===== src/sv/ordered_list_insert_remove_macros.svh =====
// Assertion macros used by the ordered list sequencer.
`ifndef ORDERED_LIST_INSERT_REMOVE_MACROS_SVH
`define ORDERED_LIST_INSERT_REMOVE_MACROS_SVH

`ifndef ASSERT_OFF
// Property must hold at every clock edge outside reset.
`define OLIR_ASSERT(lbl, clk, rstn, prop, msg) \
	lbl: assert property (@(posedge clk) disable iff (!rstn) prop) else $error(msg);
// Condition must never be seen at a clock edge outside reset.
`define OLIR_NEVER(lbl, clk, rstn, cond, msg) \
	lbl: assert property (@(posedge clk) disable iff (!rstn) !(cond)) else $error(msg);
`else
`define OLIR_ASSERT(lbl, clk, rstn, prop, msg)
`define OLIR_NEVER(lbl, clk, rstn, cond, msg)
`endif

`endif


===== src/sv/olir_pkg.sv =====
// Types and constants for the ordered list block.
package olir_pkg;

	localparam int DEPTH_DEF = 64;
	localparam int KIND_W    = 2;
	localparam int VALUE_W   = 32;
	localparam int POS_W     = 8;
	localparam int STATUS_W  = 2;
	localparam int COUNT_W   = 7;

	typedef enum logic [KIND_W-1:0] {
		KIND_APPEND = 2'd0,
		KIND_INSERT = 2'd1,
		KIND_REMOVE = 2'd2,
		KIND_READ   = 2'd3
	} kind_t;

	typedef enum logic [STATUS_W-1:0] {
		STAT_OK        = 2'd0,
		STAT_FULL      = 2'd1,
		STAT_NOT_FOUND = 2'd2,
		STAT_RANGE     = 2'd3
	} status_t;

	typedef enum logic [1:0] {
		ST_IDLE,
		ST_EVAL,
		ST_APPLY
	} state_t;

	// what a cell loads at the next edge
	typedef enum logic [1:0] {
		CELL_HOLD,
		CELL_LEFT,
		CELL_RIGHT,
		CELL_LOAD
	} cell_op_t;

	typedef struct packed {
		cell_op_t op;
		logic     live;    // cell holds a valid entry
		logic     rd_sel;  // cell is the read target
	} cell_ctl_t;

endpackage


===== src/sv/olir_cell.sv =====
// One list cell: holds an entry, compares it, shifts to/from its neighbors.
module olir_cell (
	input  logic                              clk,
	input  olir_pkg::cell_ctl_t               ctl,
	input  logic [olir_pkg::VALUE_W-1:0]      left_data,
	input  logic [olir_pkg::VALUE_W-1:0]      right_data,
	input  logic [olir_pkg::VALUE_W-1:0]      op_value,
	output logic [olir_pkg::VALUE_W-1:0]      data_q,
	output logic                              match_q,
	output logic [olir_pkg::VALUE_W-1:0]      rd_q
);

	always_ff @(posedge clk) begin
		case (ctl.op)
			olir_pkg::CELL_LEFT:  data_q <= left_data;
			olir_pkg::CELL_RIGHT: data_q <= right_data;
			olir_pkg::CELL_LOAD:  data_q <= op_value;
			default:              data_q <= data_q;
		endcase
	end

	// compare and read-select, registered for the next cycle
	always_ff @(posedge clk) begin
		match_q <= ctl.live && (data_q == op_value);
		rd_q    <= ctl.rd_sel ? data_q : '0;
	end

endmodule


===== config.mk =====
export PLATFORM = sky130hd
export DESIGN_NAME = olir_cell
export DESIGN_NICKNAME = d
export VERILOG_FILES = /design/src/sv/ordered_list_insert_remove_macros.svh /design/src/sv/olir_pkg.sv /design/src/sv/olir_cell.sv
export SDC_FILE = /design/constraint.sdc
export NUM_CORES = 1
export LEC_CHECK = 0
export BUFFER_PORTS_ARGS = -buffer_cell sky130_fd_sc_hd__buf_2
export CORE_MARGIN = 5
export CORE_UTILIZATION = 44
export DETAILED_ROUTE_END_ITERATION = 10
export PLACE_DENSITY = 0.82
export SLEW_MARGIN = 20
export SYNTH_ARGS = -nofsm -noshare
export SYNTH_HDL_FRONTEND = slang
export SYNTH_SLANG_ARGS = --single-unit

===== constraint.sdc =====
create_clock -name clk -period 2.25 [get_ports clk]
set_clock_uncertainty 0.1 [all_clocks]
set_input_delay 0.45 -clock clk [delete_from_list [all_inputs] [get_ports clk]]
set_output_delay 0.45 -clock clk [all_outputs]
set_load 0.1 [all_outputs]

# After elaboration in Yosys (flattened, before gate mapping)
# Cells that the tools add are included.
# totals
out_inout_bits	65
ff_bits	65
in_bits	101
elab_cells	10
# classes
n_eq_ne	4
n_reduce_logical	2
muxes	1
# ops
operator	count
$pmux 32 s3	1
$eq 32x32->1	1
$eq 2x2->1 const B	2
$reduce_bool 3->1	1
$eq 2x1->1 const B	1
$logic_and 1x1->1	1

# Longest topological paths before layout
# Gate-level depths: netlist (run 1).
# depth
word_depth	2
mapped_depth	4
ltp_nobuf	4

# Worst setup path after synthesis (run 1)
# OpenSTA, ideal clock, no wires.
# synth_path
path_type	register to register
start	reg data_q[17] (netlist bit)
end	reg match_q
period_less_slack_ns	1.826
path_stages_with_launch	5
arrival_time_ns	1.653
required_time_ns	2.077
path_buffers	0
setup_ns	0.073
slack_ns	0.424
path_cell_list	edfxtp_1 > xor2_1 > nor4_1 > nand4_1 > nor3_2
# synth_between
elab_chain_cells	2
# synth_lines
item	line_no	source
start: declaration	olir_cell.sv:8	output logic [olir_pkg::VALUE_W-1:0] data_q,
start signal: assignment	olir_cell.sv:15	olir_pkg::CELL_LEFT: data_q <= left_data;
start signal: assignment	olir_cell.sv:16	olir_pkg::CELL_RIGHT: data_q <= right_data;
start signal: assignment	olir_cell.sv:17	olir_pkg::CELL_LOAD: data_q <= op_value;
$eq 32x32->1	olir_cell.sv:24	match_q <= ctl.live && (data_q == op_value);
$logic_and 1x1->1	olir_cell.sv:24	
end signal: assignment	olir_cell.sv:24	
end: declaration	olir_cell.sv:9	output logic match_q,
# No other way between the ends.
# A chain may end at the register's enable or synchronous reset.

# Worst setup path in the final report (run 1)
# layout_path
start	reg data_q[26] (netlist bit)
end	out data_q[26] (netlist bit)
# No word-level cell between the ends.

==> results of run 1 <==
routing by layer:
metal	routed length [µm]	share of wire [%]	GRT usage, %
met3	571	7.1	5.67
met5	0	0	0
met4	120	1.5	6.95
met1	3300	41	22.9
met2	4020	50	33.1
worst min-delay path, delay by kind of cell:
family / cells / cell delay [ps]
buffers and inverters: 1 / 90
and+or+nand+nor: 2 / 140
area by class of cell:
cell class                 instances  area [µm²]  share of cell area [%]
sequential                        65        1620                    41.4
multi-input combinational        173        1160                    29.7
timing repair buffer             167         841                    21.5
clock buffer                      12         155                    3.96
tap                               77        96.3                    2.46
clock inverter                     3        40.0                    1.02
cell usage after synthesis:
cell type / number
a21oi_1: 32
and2_1: 32
buf_1: 2
buf_2: 2
buf_4: 3
clkbuf_1: 7
dfxtp_1: 33
edfxtp_1: 32
mux2i_1: 32
nand3_1: 2
nand4_1: 1
nor2_1: 32
nor3_1: 1
nor3_2: 1
nor4_1: 7
or2_2: 1
xnor2_1: 1
xor2_1: 31
through the flow:
stage	total power [µW]	setup WS, ps	hold slack [ps]
after CTS	3820	479	286
after detailed placement	2830	475	410
after floorplan	2550	424	477
after global routing	3940	452	283
after global placement	2820	519	402
final	3790	520	298
worst paths after layout:
| path | endpoint | slack [ps] |
|---|---|---|
| hold / removal | match_q | 300 |
| setup / recovery | data_q[26] | 520 |
| hold reg to reg | rd_q[0] | 420 |
| setup reg to reg | match_q | 660 |
power by group through the flow:
stage / sequential [µW] / clock, µW / combinational (µW)
final: 1450 / 993 / 1350
after detailed placement: 1480 / 0 / 1360
after global placement: 1470 / 0 / 1350
after global routing: 1470 / 1080 / 1400
after floorplan: 2340 / 0 / 207
after CTS: 1450 / 1010 / 1360
sequential cells by signal, summed over array words and instances, names as in the netlist:
| name | cells |
|---|---|
| data_q | 32 |
| match_q | 1 |
| rd_q | 32 |
cell families (layout without fill, tap and decap cells):
logic type	after synthesis	in the layout	share of synthesized area [%]
xor+xnor	32	32	9.83
compound gates	32	32	5.62
simple gates	77	77	14.1
mux	32	32	11.2
buf+inv	14	182	2.33
flops	65	65	56.9
==> impl_metrics.yaml, run 1 <==
global_route:
  grt_antenna_before_repair: 0
  grtUsageTotal_pct: 19.3
  grt_pass1_wl_um: 12500
  grt_overflow: 0
  grt_pass1_vias: 2507
  grt_max_degree: 65
logic_synthesis:
  ys_ff_latch: 65
  synth_area_leaders: "edfxtp_1 (34%), dfxtp_1 (23%), mux2i_1 (11%), xor2_1 (9.5%), and2_1 (7.0%)"
  yosysWarnings: 0
  synth_top_area_share_pct: 33.7
  synth_cells: 252
  synth_largest_area_cell: "edfxtp_1"
  ys_types: 18
  syn_avg_cell_area_um2: 11.3
  netlist_area_um2: 2850
  seq_area_frac_synth_pct: 56.9
  synth_nets: 353
sta:
  fmax_ghz: 0.578
  relSlewSlack_pct: 45.3
  worstMarginPinSlew_ps: 821
  final_max_slew_viol_count: 0
  period_needed_ps: 1730
  finalCritPeriodShare_pct: 76.9
  setup_viol: 0
  hold_viol: 0
  fin_setup_tns_ps: 0
  rsz0062_at_grt: "false"
critical_path:
  timing.rr.start: "data_q[17]"
  end_kind: "primary output"
  startpoint: "data_q[26]"
  start_kind: "register"
  cp_top_family: "buffers and inverters"
  path_depth: 1
  crit_arrival_ps: 1180
  cpPeakStageDelay_ps: 450
  path_class: "reg2out"
  crit_chain: "buf_2"
  cp_slowest_cell: "buf_2"
  cp.required_ps: 1700
  reg2regPathDepth: 4
  crit_buf_inv: 1
  crit_fanout: 3
power:
  power_frac_clock_pct: 26.2
  p_sw_share_pct: 42.1
  powerDensity_nw_per_um2: 968
  power.leakage_uw: 0.00190
  p_int_uw: 2190
  netSwitchingPower_uw: 1600
  power_frac_seq_pct: 38.2
  ir_drop_mv: 0.552
  comb_power_share_pct: 35.6
worst_hold_path:
  holdCritStartpoint: "ctl[1]"
  min_path_type: "in2reg"
  hold_depth: 3
detailed_routing:
  viasPerCell: 4.85
  avgRoutedWirePerCell_um: 16.1
  drcViolationCount: 0
  drt_iter0_drc: 81
  dr_total_vias: 2409
  wl_um: 8020
  drt_pass1_iterations: 4
  ant_nets: 0
floorplan:
  num_io_pins: 166
  die_w_um: 90.5
  initial_utilization_pct: 45.1
  core_um2: 6310
  fp.dieH_um: 90.5
  rows: 29
  die-area_um2: 8190
placement:
  dp_hpwl_um: 6130
  gp_congestion: 0.767
  placed_cell_area_um2: 3720
  numPortBuffers: 165
  place_inst: 482
clocking:
  post_cts_buffers: 0
  cts_tree: "yes"
  cts_resized: 0
  numCtsBuffers: 9
  ctsHoldBuffers: 0
  htree_num_levels: 3
  path_clk_slew_ps: 70
  clock-sinks: 65
  cts_buffer_depth: 2
  clock_latency_ps: 330
  cts_root_buffer: "clkbuf_8"
cells_and_area:
  final_common_cell: "buf_2"
  num_antenna_cells: 0
  finalInstanceArea_um2: 3920
  final_nets: 517
  fin_util_pct: 62.0
  fillerInstances: 559
  syn_to_final_growth_pct: 37.4
  final_cells: 497
  drive_above_1_share_pct: 43.6
  most-common-layout-cells: "buf_2 (165), dfxtp_1 (33)"
job:
  maxCapViolCount: 0
status:
  status: "finished, final reports clean"
Note: power is estimated with default switching activity, not from simulation.
==> inputs of run 2 (changes only) <==
ABC_AREA = 1   (was default)
CORE_UTILIZATION = 45   (was 44)
clock period = 1.6 ns   (was 2.25 ns; I/O delays follow)
==> impl_metrics.yaml, run 2 <==
detailed_routing:
  avgRoutedWirePerCell_um: 14.4
  drt_pass1_iterations: 4
  viasPerCell: 4.80
  drt_iter0_drc: 122
  drcViolationCount: 0
  dr_total_vias: 3102
  ant_nets: 0
  wl_um: 9280
logic_synthesis:
  yosysWarnings: 0
  synth_area_leaders: "edfxtp_1 (32%), dfxtp_1 (22%), nand2_1 (20%), inv_1 (8.6%), o211ai_1 (5.2%)"
  seq_area_frac_synth_pct: 53.3
  yosys.cell_count.top_type: "nand2_1"
  muxShareOfSynthArea_pct: 0
  synth-xor-area-share_pct: 3.17
  synth_cells: 391
  ys_types: 17
  ys_top_cells_by_count: "nand2_1 (162), inv_1 (70), dfxtp_1 (33)"
  synth_largest_area_cell: "edfxtp_1"
  synth_top_family_by_area: "simple AND/OR/NAND/NOR gates"
  yosys.area_share.adder_pct: 0
  synth_compound_area_share_pct: 5.76
  syn_avg_cell_area_um2: 7.78
  netlist_area_um2: 3040
  ys_ff_latch: 65
  synth_top_flop_cell: "dfxtp_1"
  synth_top_area_share_pct: 31.6
  synth-simple-area-share_pct: 26.9
  ys_async_sr_fraction_pct: 0
  synth_nets: 492
  synth-edff-count: 32
clocking:
  clock-sinks: 65
  cts_root_buffer: "clkbuf_8"
  path_clk_slew_ps: 70
  clock_latency_ps: 320
  htree_num_levels: 3
  ctsHoldBuffers: 0
  cts_buffer_depth: 2
  cts_tree: "yes"
  numCtsBuffers: 9
critical_path:
  cp.required_ps: 1180
  cpPeakStageDelay_ps: 430
  start_kind: "register"
  cp_slowest_cell: "buf_2"
  cp_top_family: "buffers and inverters"
  crit_buf_inv: 1
  crit_arrival_ps: 1100
  timing.rr.start: "data_q[18]"
  reg2reg_slack_ps: 370
  crit_fanout: 1
  path_class: "reg2out"
  end_kind: "primary output"
  crit_chain: "buf_2"
  regToRegEndpoint: "match_q"
  reg2regPathDepth: 7
power:
  powerDensity_nw_per_um2: 1270
  power_uw: 5340
  power.leakage_uw: 0.00241
  ir_drop_mv: 0.646
sta:
  final_max_slew_viol_count: 0
  rsz0062_at_grt: "false"
  fmax_ghz: 0.659
  worstMarginPinSlew_ps: 751
  setup_viol: 0
  finalCritPeriodShare_pct: 94.9
  relSlewSlack_pct: 49.8
  whs_ps: 172
  hold_viol: 0
  period_needed_ps: 1520
worst_hold_path:
  hold_depth: 3
  holdPathEnd: "data_q[15]"
  min_path_type: "in2reg"
  holdCritStartpoint: "right_data[15]"
global_route:
  grt_max_degree: 33
  grt_overflow: 0
  grt_pass1_wl_um: 14700
  grt_antenna_before_repair: 0
  grt_pass1_vias: 3146
  grtUsageTotal_pct: 21.9
placement:
  gp_congestion: 0.811
  numPortBuffers: 165
  dp_hpwl_um: 7020
  placed_cell_area_um2: 3960
floorplan:
  die-area_um2: 8500
  core_um2: 6680
  die_w_um: 92.2
  initial_utilization_pct: 45.5
  rows: 30
  num_io_pins: 166
  fp.dieH_um: 92.2
cells_and_area:
  largestRegisters: "data_q x32, rd_q x32, match_q x1"
  finalInstanceArea_um2: 4220
  most-common-layout-cells: "nand2_1 (162), buf_2 (133), inv_1 (70)"
  num_antenna_cells: 0
  fin_util_pct: 63.1
  syn_to_final_growth_pct: 38.6
  final_nets: 662
  drive_above_1_share_pct: 33.7
  final_common_cell: "nand2_1"
job:
  maxCapViolCount: 0
status:
  status: "finished, final reports clean"
[run 2: cells by family (layout without fill, tap and decap cells)]
kind of cell | count (synthesis) | count (layout)
buf+inv | 84 | 259
compound gates | 24 | 24
flops | 65 | 65
simple gates | 207 | 207
xor+xnor | 11 | 11
[run 2: per-layer routing]
| metal | part of all wire (%) | GRT usage (%) |
|---|---|---|
| met1 | 40 | 25.5 |
| met4 | 2.6 | 10.0 |
| met5 | 0 | 0 |
| met2 | 51 | 39.1 |
| met3 | 6.4 | 3.86 |
[run 2: cell type report]
class,count,area [µm²]
fillers,598,2460
flip-flops and latches,65,1620
multi-input cells,242,1090
repair buffers,172,958
inverters,71,267
clock buffers,11,151
well taps,80,100
clock inverters,5,27.5
[run 2: how the worst max path moves through the flow]
stage                from         end  slack (ps)  cells past startpoint
2_1_floorplan   data_q[5]     match_q         -80                      8
3_3_place_gp       ctl[3]   data_q[9]          80                      5
3_5_place_dp       ctl[3]  data_q[10]         -10                      5
4_1_cts        data_q[15]  data_q[15]         0.6                      1
5_1_grt          rd_q[19]    rd_q[19]          40                      1
6_report         rd_q[19]    rd_q[19]          80                      1
[run 2: repair_timing]
| action | in CTS | in global routing |
|---|---|---|
| setup endpoints to repair | 28 | 4 |
| setup buffers | 0 | 0 |
| resized for setup | 28 | 4 |
[run 2: power by group]
group | total [µW] | internal (µW) | switching, µW
clock network | 1260 | 641 | 619
registers | 2060 | 1940 | 124
logic | 2020 | 411 | 1610
[run 2: worst reg2reg max path: stages (launching register included)]
cell      delay (ps)
edfxtp_1         440
nand2_1          110
nand2_1           50
nor2_1           110
nand2_1           90
nor2_1           110
nand3_1           80
nor2_1            90
[run 2: through the flow]
step,setup TNS [ps],cells,setup WS (ps)
final,0,646,82.4
after floorplan,-80.1,391,-80.1
after global routing,0,646,35.6
after CTS,0,646,0.608
after global placement,0,630,84.3
after detailed placement,-14.4,630,-14.4
