File: src/sv/ordered_list_insert_remove_macros.svh
// Assertion macros used by the ordered list sequencer.
`ifndef ORDERED_LIST_INSERT_REMOVE_MACROS_SVH
`define ORDERED_LIST_INSERT_REMOVE_MACROS_SVH

`ifndef ASSERT_OFF
// Property must hold at every clock edge outside reset.
`define OLIR_ASSERT(lbl, clk, rstn, prop, msg) \
	lbl: assert property (@(posedge clk) disable iff (!rstn) prop) else $error(msg);
// Condition must never be seen at a clock edge outside reset.
`define OLIR_NEVER(lbl, clk, rstn, cond, msg) \
	lbl: assert property (@(posedge clk) disable iff (!rstn) !(cond)) else $error(msg);
`else
`define OLIR_ASSERT(lbl, clk, rstn, prop, msg)
`define OLIR_NEVER(lbl, clk, rstn, cond, msg)
`endif

`endif

File: src/sv/olir_pkg.sv
// Types and constants for the ordered list block.
package olir_pkg;

	localparam int DEPTH_DEF = 64;
	localparam int KIND_W    = 2;
	localparam int VALUE_W   = 32;
	localparam int POS_W     = 8;
	localparam int STATUS_W  = 2;
	localparam int COUNT_W   = 7;

	typedef enum logic [KIND_W-1:0] {
		KIND_APPEND = 2'd0,
		KIND_INSERT = 2'd1,
		KIND_REMOVE = 2'd2,
		KIND_READ   = 2'd3
	} kind_t;

	typedef enum logic [STATUS_W-1:0] {
		STAT_OK        = 2'd0,
		STAT_FULL      = 2'd1,
		STAT_NOT_FOUND = 2'd2,
		STAT_RANGE     = 2'd3
	} status_t;

	typedef enum logic [1:0] {
		ST_IDLE,
		ST_EVAL,
		ST_APPLY
	} state_t;

	// what a cell loads at the next edge
	typedef enum logic [1:0] {
		CELL_HOLD,
		CELL_LEFT,
		CELL_RIGHT,
		CELL_LOAD
	} cell_op_t;

	typedef struct packed {
		cell_op_t op;
		logic     live;    // cell holds a valid entry
		logic     rd_sel;  // cell is the read target
	} cell_ctl_t;

endpackage

File: src/sv/olir_ctrl.sv
// Sequencer: op latch, per-cell control, first-match prefix, result register.
`include "ordered_list_insert_remove_macros.svh"
module olir_ctrl #(
	parameter int DEPTH = olir_pkg::DEPTH_DEF
) (
	input  logic                              clk,
	input  logic                              arst_n,
	input  logic                              in_valid,
	output logic                              in_ready,
	input  olir_pkg::kind_t                   in_kind,
	input  logic [olir_pkg::VALUE_W-1:0]      in_value,
	input  logic [olir_pkg::POS_W-1:0]        in_position,
	input  logic [DEPTH-1:0]                  match,
	input  logic [olir_pkg::VALUE_W-1:0]      rd_or,
	output olir_pkg::cell_ctl_t               cell_ctl [DEPTH],
	output logic [olir_pkg::VALUE_W-1:0]      op_value,
	output logic                              out_valid,
	input  logic                              out_ready,
	output olir_pkg::status_t                 out_status,
	output logic [olir_pkg::VALUE_W-1:0]      out_read_value,
	output logic [olir_pkg::COUNT_W-1:0]      out_count
);

	localparam int CW  = $clog2(DEPTH + 1);
	localparam int XW  = (CW > olir_pkg::POS_W) ? CW : olir_pkg::POS_W;
	localparam int LVL = $clog2(DEPTH);

	olir_pkg::state_t                 state_q, state_d;
	olir_pkg::kind_t                  kind_q;
	logic [olir_pkg::VALUE_W-1:0]     value_q;
	logic [olir_pkg::POS_W-1:0]       pos_q;
	logic [CW-1:0]                    count_q, count_d;
	logic                             out_valid_q;
	olir_pkg::status_t                status_q, status_d;
	logic [olir_pkg::VALUE_W-1:0]     rdval_q, rdval_d;

	logic [XW-1:0]    pos_x, cnt_x, pos_eff;
	logic             full, adv, apply, ins_ok, found;
	logic [DEPTH-1:0] incl;

	assign pos_x    = XW'(pos_q);
	assign cnt_x    = XW'(count_q);
	assign full     = (count_q == CW'(DEPTH));
	assign pos_eff  = ((kind_q == olir_pkg::KIND_APPEND) || (pos_x > cnt_x)) ? cnt_x : pos_x;
	assign adv      = !out_valid_q || out_ready;
	assign apply    = (state_q == olir_pkg::ST_APPLY) && adv;
	assign ins_ok   = ((kind_q == olir_pkg::KIND_APPEND) || (kind_q == olir_pkg::KIND_INSERT))
	                  && !full;
	assign found    = |match;
	assign in_ready = (state_q == olir_pkg::ST_IDLE);
	assign op_value = value_q;

	// inclusive prefix OR: incl[i] set when some cell at or below i matched
	always_comb begin
		incl = match;
		for (int k = 0; k < LVL; k++) begin
			incl = incl | (incl << (1 << k));
		end
	end

	always_comb begin
		for (int i = 0; i < DEPTH; i++) begin
			cell_ctl[i].live   = XW'(i) < cnt_x;
			cell_ctl[i].rd_sel = (XW'(i) == pos_x) && (XW'(i) < cnt_x);
			cell_ctl[i].op     = olir_pkg::CELL_HOLD;
			if (apply) begin
				if (ins_ok) begin
					if (XW'(i) == pos_eff)
						cell_ctl[i].op = olir_pkg::CELL_LOAD;
					else if (XW'(i) > pos_eff)
						cell_ctl[i].op = olir_pkg::CELL_LEFT;
				end else if (kind_q == olir_pkg::KIND_REMOVE && incl[i]) begin
					cell_ctl[i].op = olir_pkg::CELL_RIGHT;
				end
			end
		end
	end

	// result of the op in flight
	always_comb begin
		count_d  = count_q;
		rdval_d  = '0;
		status_d = olir_pkg::STAT_OK;
		unique case (kind_q)
			olir_pkg::KIND_APPEND, olir_pkg::KIND_INSERT: begin
				if (full)
					status_d = olir_pkg::STAT_FULL;
				else
					count_d = count_q + 1'b1;
			end
			olir_pkg::KIND_REMOVE: begin
				if (found)
					count_d = count_q - 1'b1;
				else
					status_d = olir_pkg::STAT_NOT_FOUND;
			end
			olir_pkg::KIND_READ: begin
				if (pos_x < cnt_x)
					rdval_d = rd_or;
				else
					status_d = olir_pkg::STAT_RANGE;
			end
			default: status_d = olir_pkg::STAT_OK;
		endcase
	end

	always_comb begin
		state_d = state_q;
		unique case (state_q)
			olir_pkg::ST_IDLE:  if (in_valid) state_d = olir_pkg::ST_EVAL;
			olir_pkg::ST_EVAL:  state_d = olir_pkg::ST_APPLY;
			olir_pkg::ST_APPLY: if (adv) state_d = olir_pkg::ST_IDLE;
			default:            state_d = olir_pkg::ST_IDLE;
		endcase
	end

	always_ff @(posedge clk or negedge arst_n) begin
		if (!arst_n) begin
			state_q     <= olir_pkg::ST_IDLE;
			count_q     <= '0;
			out_valid_q <= 1'b0;
		end else begin
			state_q <= state_d;
			if (apply) begin
				count_q     <= count_d;
				out_valid_q <= 1'b1;
			end else if (out_ready) begin
				out_valid_q <= 1'b0;
			end
		end
	end

	always_ff @(posedge clk) begin
		if (in_valid && in_ready) begin
			kind_q  <= in_kind;
			value_q <= in_value;
			pos_q   <= in_position;
		end
		if (apply) begin
			status_q <= status_d;
			rdval_q  <= rdval_d;
		end
	end

	assign out_valid      = out_valid_q;
	assign out_status     = status_q;
	assign out_read_value = rdval_q;
	assign out_count      = olir_pkg::COUNT_W'(count_q);

	`OLIR_NEVER(a_count_bound, clk, arst_n, count_q > CW'(DEPTH), "count above capacity")
	`OLIR_ASSERT(a_first_match, clk, arst_n, (state_q != olir_pkg::ST_APPLY) || $onehot0(match & ~(incl << 1)), "more than one first match")
	`OLIR_ASSERT(a_ins_count, clk, arst_n, (apply && ins_ok) |=> (count_q == $past(count_q) + 1'b1), "insert did not grow count")

endmodule

File: config.mk
export PLATFORM = sky130hd
export DESIGN_NAME = olir_ctrl
export DESIGN_NICKNAME = d
export VERILOG_FILES = /design/src/sv/olir_pkg.sv /design/src/sv/olir_ctrl.sv
export VERILOG_INCLUDE_DIRS = /design/src /design/src/sv
export SDC_FILE = /design/constraint.sdc
export NUM_CORES = 1
export LEC_CHECK = 0
export ABC_AREA = 1
export BUFFER_PORTS_ARGS = -buffer_cell sky130_fd_sc_hd__buf_2
export CORE_AREA = 2 2 185 187
export DETAILED_ROUTE_END_ITERATION = 10
export DIE_AREA = 0 0 187 189
export REMOVE_ABC_BUFFERS = 1
export SLEW_MARGIN = 20
export SYNTH_ARGS = -nofsm -noshare
export SYNTH_HDL_FRONTEND = slang
export SYNTH_SLANG_ARGS = --single-unit
File: constraint.sdc
create_clock -name clk -period 4.8 [get_ports clk]
set_clock_uncertainty 0.2 [all_clocks]
set_input_delay 0.48 -clock clk [delete_from_list [all_inputs] [get_ports clk]]
set_output_delay 0.48 -clock clk [all_outputs]
set_load 0.01 [all_outputs]
Word level (Yosys, flattened, before mapping)
Cells that the tools add are included.
Cells by class
  add/subtract/negate cells: 2
  magnitude comparators: 130
  equal/unequal tests: 136
  muxes and demuxes: 333
  bitwise logic cells: 6
  reductions and logical operators: 147
Operator list (count)
  two-way mux 2 bit: 260
  == test 6 x 8 -> 1 bit, first input constant: 64
  bitwise OR 64 bit: 6
  == test 5 x 8 -> 1 bit, first input constant: 32
  greater-than comparator 6 x 8 -> 1 bit, first input constant: 32
  less-than comparator 6 x 7 -> 1 bit, first input constant: 32
  logical AND 1 bit: 131
  == test 4 x 8 -> 1 bit, first input constant: 16
  greater-than comparator 5 x 8 -> 1 bit, first input constant: 16
  less-than comparator 5 x 7 -> 1 bit, first input constant: 16
  two-way mux 1 bit: 67
  == test 3 x 8 -> 1 bit, first input constant: 8
  greater-than comparator 4 x 8 -> 1 bit, first input constant: 8
  OR reduction 64 bit: 1
  less-than comparator 4 x 7 -> 1 bit, first input constant: 8
  == test 2 x 8 -> 1 bit, first input constant: 4
  greater-than comparator 3 x 8 -> 1 bit, first input constant: 4
  less-than comparator 3 x 7 -> 1 bit, first input constant: 4
  == test 1 x 8 -> 1 bit, first input constant: 2
  greater-than comparator 1 x 8 -> 1 bit, first input constant: 2
  greater-than comparator 2 x 8 -> 1 bit, first input constant: 2
  zero test 8 bit: 2
  less-than comparator 1 x 7 -> 1 bit, first input constant: 2
  less-than comparator 2 x 7 -> 1 bit, first input constant: 2
  19 further kinds: 33
Word-level totals
  flip-flop bits (word level): 86
  bits of input ports: 142
  output and inout port bits: 331
  logic and storage cells: 762

Logic depth before layout (Yosys ltp)
  word-level depth: 10
  mapped depth: 19
  gate-level depth less buffers: 18

Worst setup path after synthesis
OpenSTA, ideal clock, no wires.
  path kind: input-to-reg
  start point: input in_valid
  end point: register kind_q[0] (enable)
  library setup time: 502 ps
  arrival time: 3557 ps
  slack: 541 ps
  stages: 1
  path through: nor3b_1
Between the ends
  word-level cells in the longest chain between the ends: 1
Ends and longest elaborated chain
  from (decl): RTL line olir_ctrl.sv:8  | input logic in_valid,
  logical AND 1 bit: RTL line olir_ctrl.sv:134  | if (in_valid && in_ready) begin
  to (signal assigned): RTL line olir_ctrl.sv:135  | kind_q <= in_kind;
  to (decl): RTL line olir_ctrl.sv:29  | olir_pkg::kind_t kind_q;
Every way passes these cells.
A chain may end at the register's enable or synchronous reset.

==> impl_metrics.csv <==
group,metric,value,unit
outcome,status,"finished clean",
synth,synth_flop_cell,"edfxtp_1",
floorplanning,die_w,187,um
finish,final_nets,1799,
placed_design,dpl_cell_area,0.01061,sq mm
clocking,clockRootBuffer,"clkbuf_16",
pwr,p_leak,5.764,nW
floorplanning,initial_core_util,23.38,%
grt,grt_pass1_wl,60380,um
grt,grt_max_degree,61,
run,maxCapViolations,0,
finish,final_layout_size_suffix_gt1_share,34.42,%
clocking,cts_buffer_depth,2,
setup_path,cpLargestDelayFamily,"simple AND/OR/NAND/NOR gates",
clocking,cts_sinks,86,
synth,synth_cells,1188,
sta,setup_ws,0.3797,ns
synth,yosys_warnings,0,
synth,synth-seq-cells,86,
drt,routed_wl,41120,um
synth,yosys.area.top_type,"edfxtp_1",
finish,fin_util,32.81,%
placed_design,place_ws,0.8073,ns
floorplanning,fp.dieArea,0.03534,sq mm
sta,fmax,226.2,MHz
grt,antenna_found_initial,4,
setup_path,worstPathMaxFanout,19,
floorplanning,io_pins,473,
synth,synth.yosys.seq_area_share,32.55,%
sta,fin_crit_sh,92.09,%
setup_path,max_stage_delay,0.64,ns
sta,hold_violations,0,
drt,first_pass_iters,5,
setup_path,critPathArrivalTime,3.74,ns
pwr,power_density,588.4,mW/mm^2
clocking,cts.htree.levels,3,
clocking,tritoncts,"done",
synth,async_reset_ff_share,11.63,%
finish,multiInputGateArea,0.004432,sq mm
floorplanning,fp.dieH,189,um
floorplanning,core,0.03328,sq mm
grt,gr-total-overflow,0,
synth,synth_area,0.007781,sq mm
grt,globalRouteTotalUtil,22.25,%
drt,ant_nets,0,
synth,ys_top_cells_by_area,"edfxtp_1 (29%), nand2_1 (12%), nor2_1 (9.9%), inv_1 (7.6%), a21oi_1 (6.5%)",
clocking,cts_buffers,9,
setup_path,cp_slowest_cell,"dfrtp_1",
clocking,postCtsSetupBuffers,0,
worst_hold_path,holdCritPathClass,"in -> reg",
sta,slew_viol_final,0,
placed_design,routabilityCongestion,0.9315,
drt,drt_iter0_markers,994,
sta,max-slew-margin-rel,47.68,%
sta,hold_ws,0.1019,ns
setup_path,cp_num_buf_inv,3,
placed_design,hpwl,34450,um
setup_path,path_cells,"inv_2 -> ha_1 -> nand2_1 -> inv_1 -> nand2_1 -> nand2_1 -> nand2_1 -> nand2_2 -> nand2_4 -> nand2_4 -> nand2_1 -> nand2_4 -> nand2_2 -> nor2_4 -> nand2_1 -> o21ai_0 -> buf_2",
pwr,power,6.425,mW
finish,seq_area,0.002532,sq mm
grt,grt_pass1_vias,9828,
placed_design,portBuffers,472,
sta,rsz0062_at_grt,"false",
synth,synth_edf_count,76,
synth,synth_top_area_share,29.33,%
finish,final_area,0.01092,sq mm
drt,drc,0,
drt,via_count,10270,
clocking,clk_pin_slew,0.07,ns
setup_path,endpoint_kind,"primary output",
synth,yosysMostFrequentCell,"nand2_1",
synth,synth_cell_types,40,
synth,synth.top_cells.by_count,"nand2_1 (246), nor2_1 (206), inv_1 (157), a21oi_1 (101), edfxtp_1 (76)",
setup_path,cpMostUsedCell,"nand2_1",
setup_path,startpoint_type,"flip-flop",
setup_path,cp.required,4.12,ns
clocking,clock_latency,0.35,ns
drt,drt-wirelength-per-cell,19.59,um
synth,syn_area_per_cell,6.550,sq um
setup_path,crit_type,"reg -> out",
finish,area_delta_synth_final,40.33,%
drt,vias_per_cell,4.891,
sta,period_minus_slack,4.420,ns
sta,tightestPinTransition,0.7767,ns
finish,fillCellCount,3802,
pwr,vdd_drop_max,313.5,uV
sta,finalSetupViolations,0,
floorplanning,rows,67,
[sequential cells by signal, summed over array words and instances, names as in the netlist]
| register | cells |
|---|---|
| op_value | 32 |
| out_read_value | 32 |
| pos_q | 8 |
| out_count | 7 |
| kind_q | 2 |
| out_status | 2 |
| state_q | 2 |
| out_valid | 1 |
[power by group]
part | switching [mW] | internal (mW)
clock network | 0.309 | 0.405
logic | 3.18 | 1.34
registers | 0.140 | 1.05
total | 3.63 | 2.79
[cell usage in the layout, fill, tap and decap left out, types with 10 or more instances in the layout]
cell	count
buf_2	472
nand2_1	246
nor2_1	206
inv_1	157
a21oi_1	101
edfxtp_1	76
nand3_1	59
o21ai_0	55
nor3_1	51
nor3b_1	28
nand4_1	23
nand2_2	20
a21boi_1	16
nor2_2	14
nand2_4	12
buf_4	12
ha_1	11
dfrtp_1	10
[kinds of logic (layout without fill, tap and decap cells)]
family / after synthesis / after routing / share of synthesized area [%]
buf+inv: 207 / 669 / 10.64
simple gates: 677 / 677 / 40.15
other cells: 0 / 1 / 0
xor+xnor: 11 / 11 / 1.238
fa+ha+maj: 11 / 11 / 1.769
flops: 86 / 86 / 32.55
compound gates: 196 / 196 / 13.65
[layout make-up]
| cell class | count | area share [%] |
|---|---|---|
| Antenna cell | 1 | 0.02292 |
| Sequential cell | 86 | 23.19 |
| Timing Repair Buffer | 485 | 22.55 |
| Clock buffer | 9 | 2.063 |
| Clock inverter | 6 | 0.6417 |
| Tap cell | 448 | 5.134 |
| Multi-Input combinational cell | 895 | 40.59 |
| Inverter | 169 | 5.810 |
[path summary, 6_finish.rpt]
kind,cells after the start,to,slack [ns],start
worst max-delay path,17,cell_ctl[102],0.38,out_count[3]
min in group asynchronous,2,state_q[0],0.39,arst_n
max in group asynchronous,2,state_q[1],3.76,arst_n
worst min-delay path,1,op_value[11],0.10,in_value[11]
worst max register to register,10,out_read_value[27],2.20,out_count[3]
worst min register to register,1,state_q[0],0.31,state_q[1]
[through the flow]
stage | TNS [ns] | instances
final | 0 | 2099
after global routing | 0 | 2098
after CTS | 0 | 2098
after detailed placement | 0 | 2082
after global placement | 0 | 2082
after floorplan | -23.70 | 1150
[metal layers]
| layer | track usage, % | vias to the layer above | wire length (um) |
|---|---|---|---|
| met2 | 35.80 | 585 | 19030 |
| met3 | 6.487 | 71 | 4024 |
| met5 | 0 | - | 48 |
| li1 | - | 4793 | - |
| met1 | 28.72 | 4812 | 16920 |
| met4 | 6.960 | 6 | 1096 |
[what timing repair did]
| action | in CTS | in global routing |
|---|---|---|
| hold endpoints to repair | 10 | 0 |
| hold buffers | 1 | 0 |
| resized for setup | 0 | 0 |
Note: power is estimated with default switching activity, not from simulation.
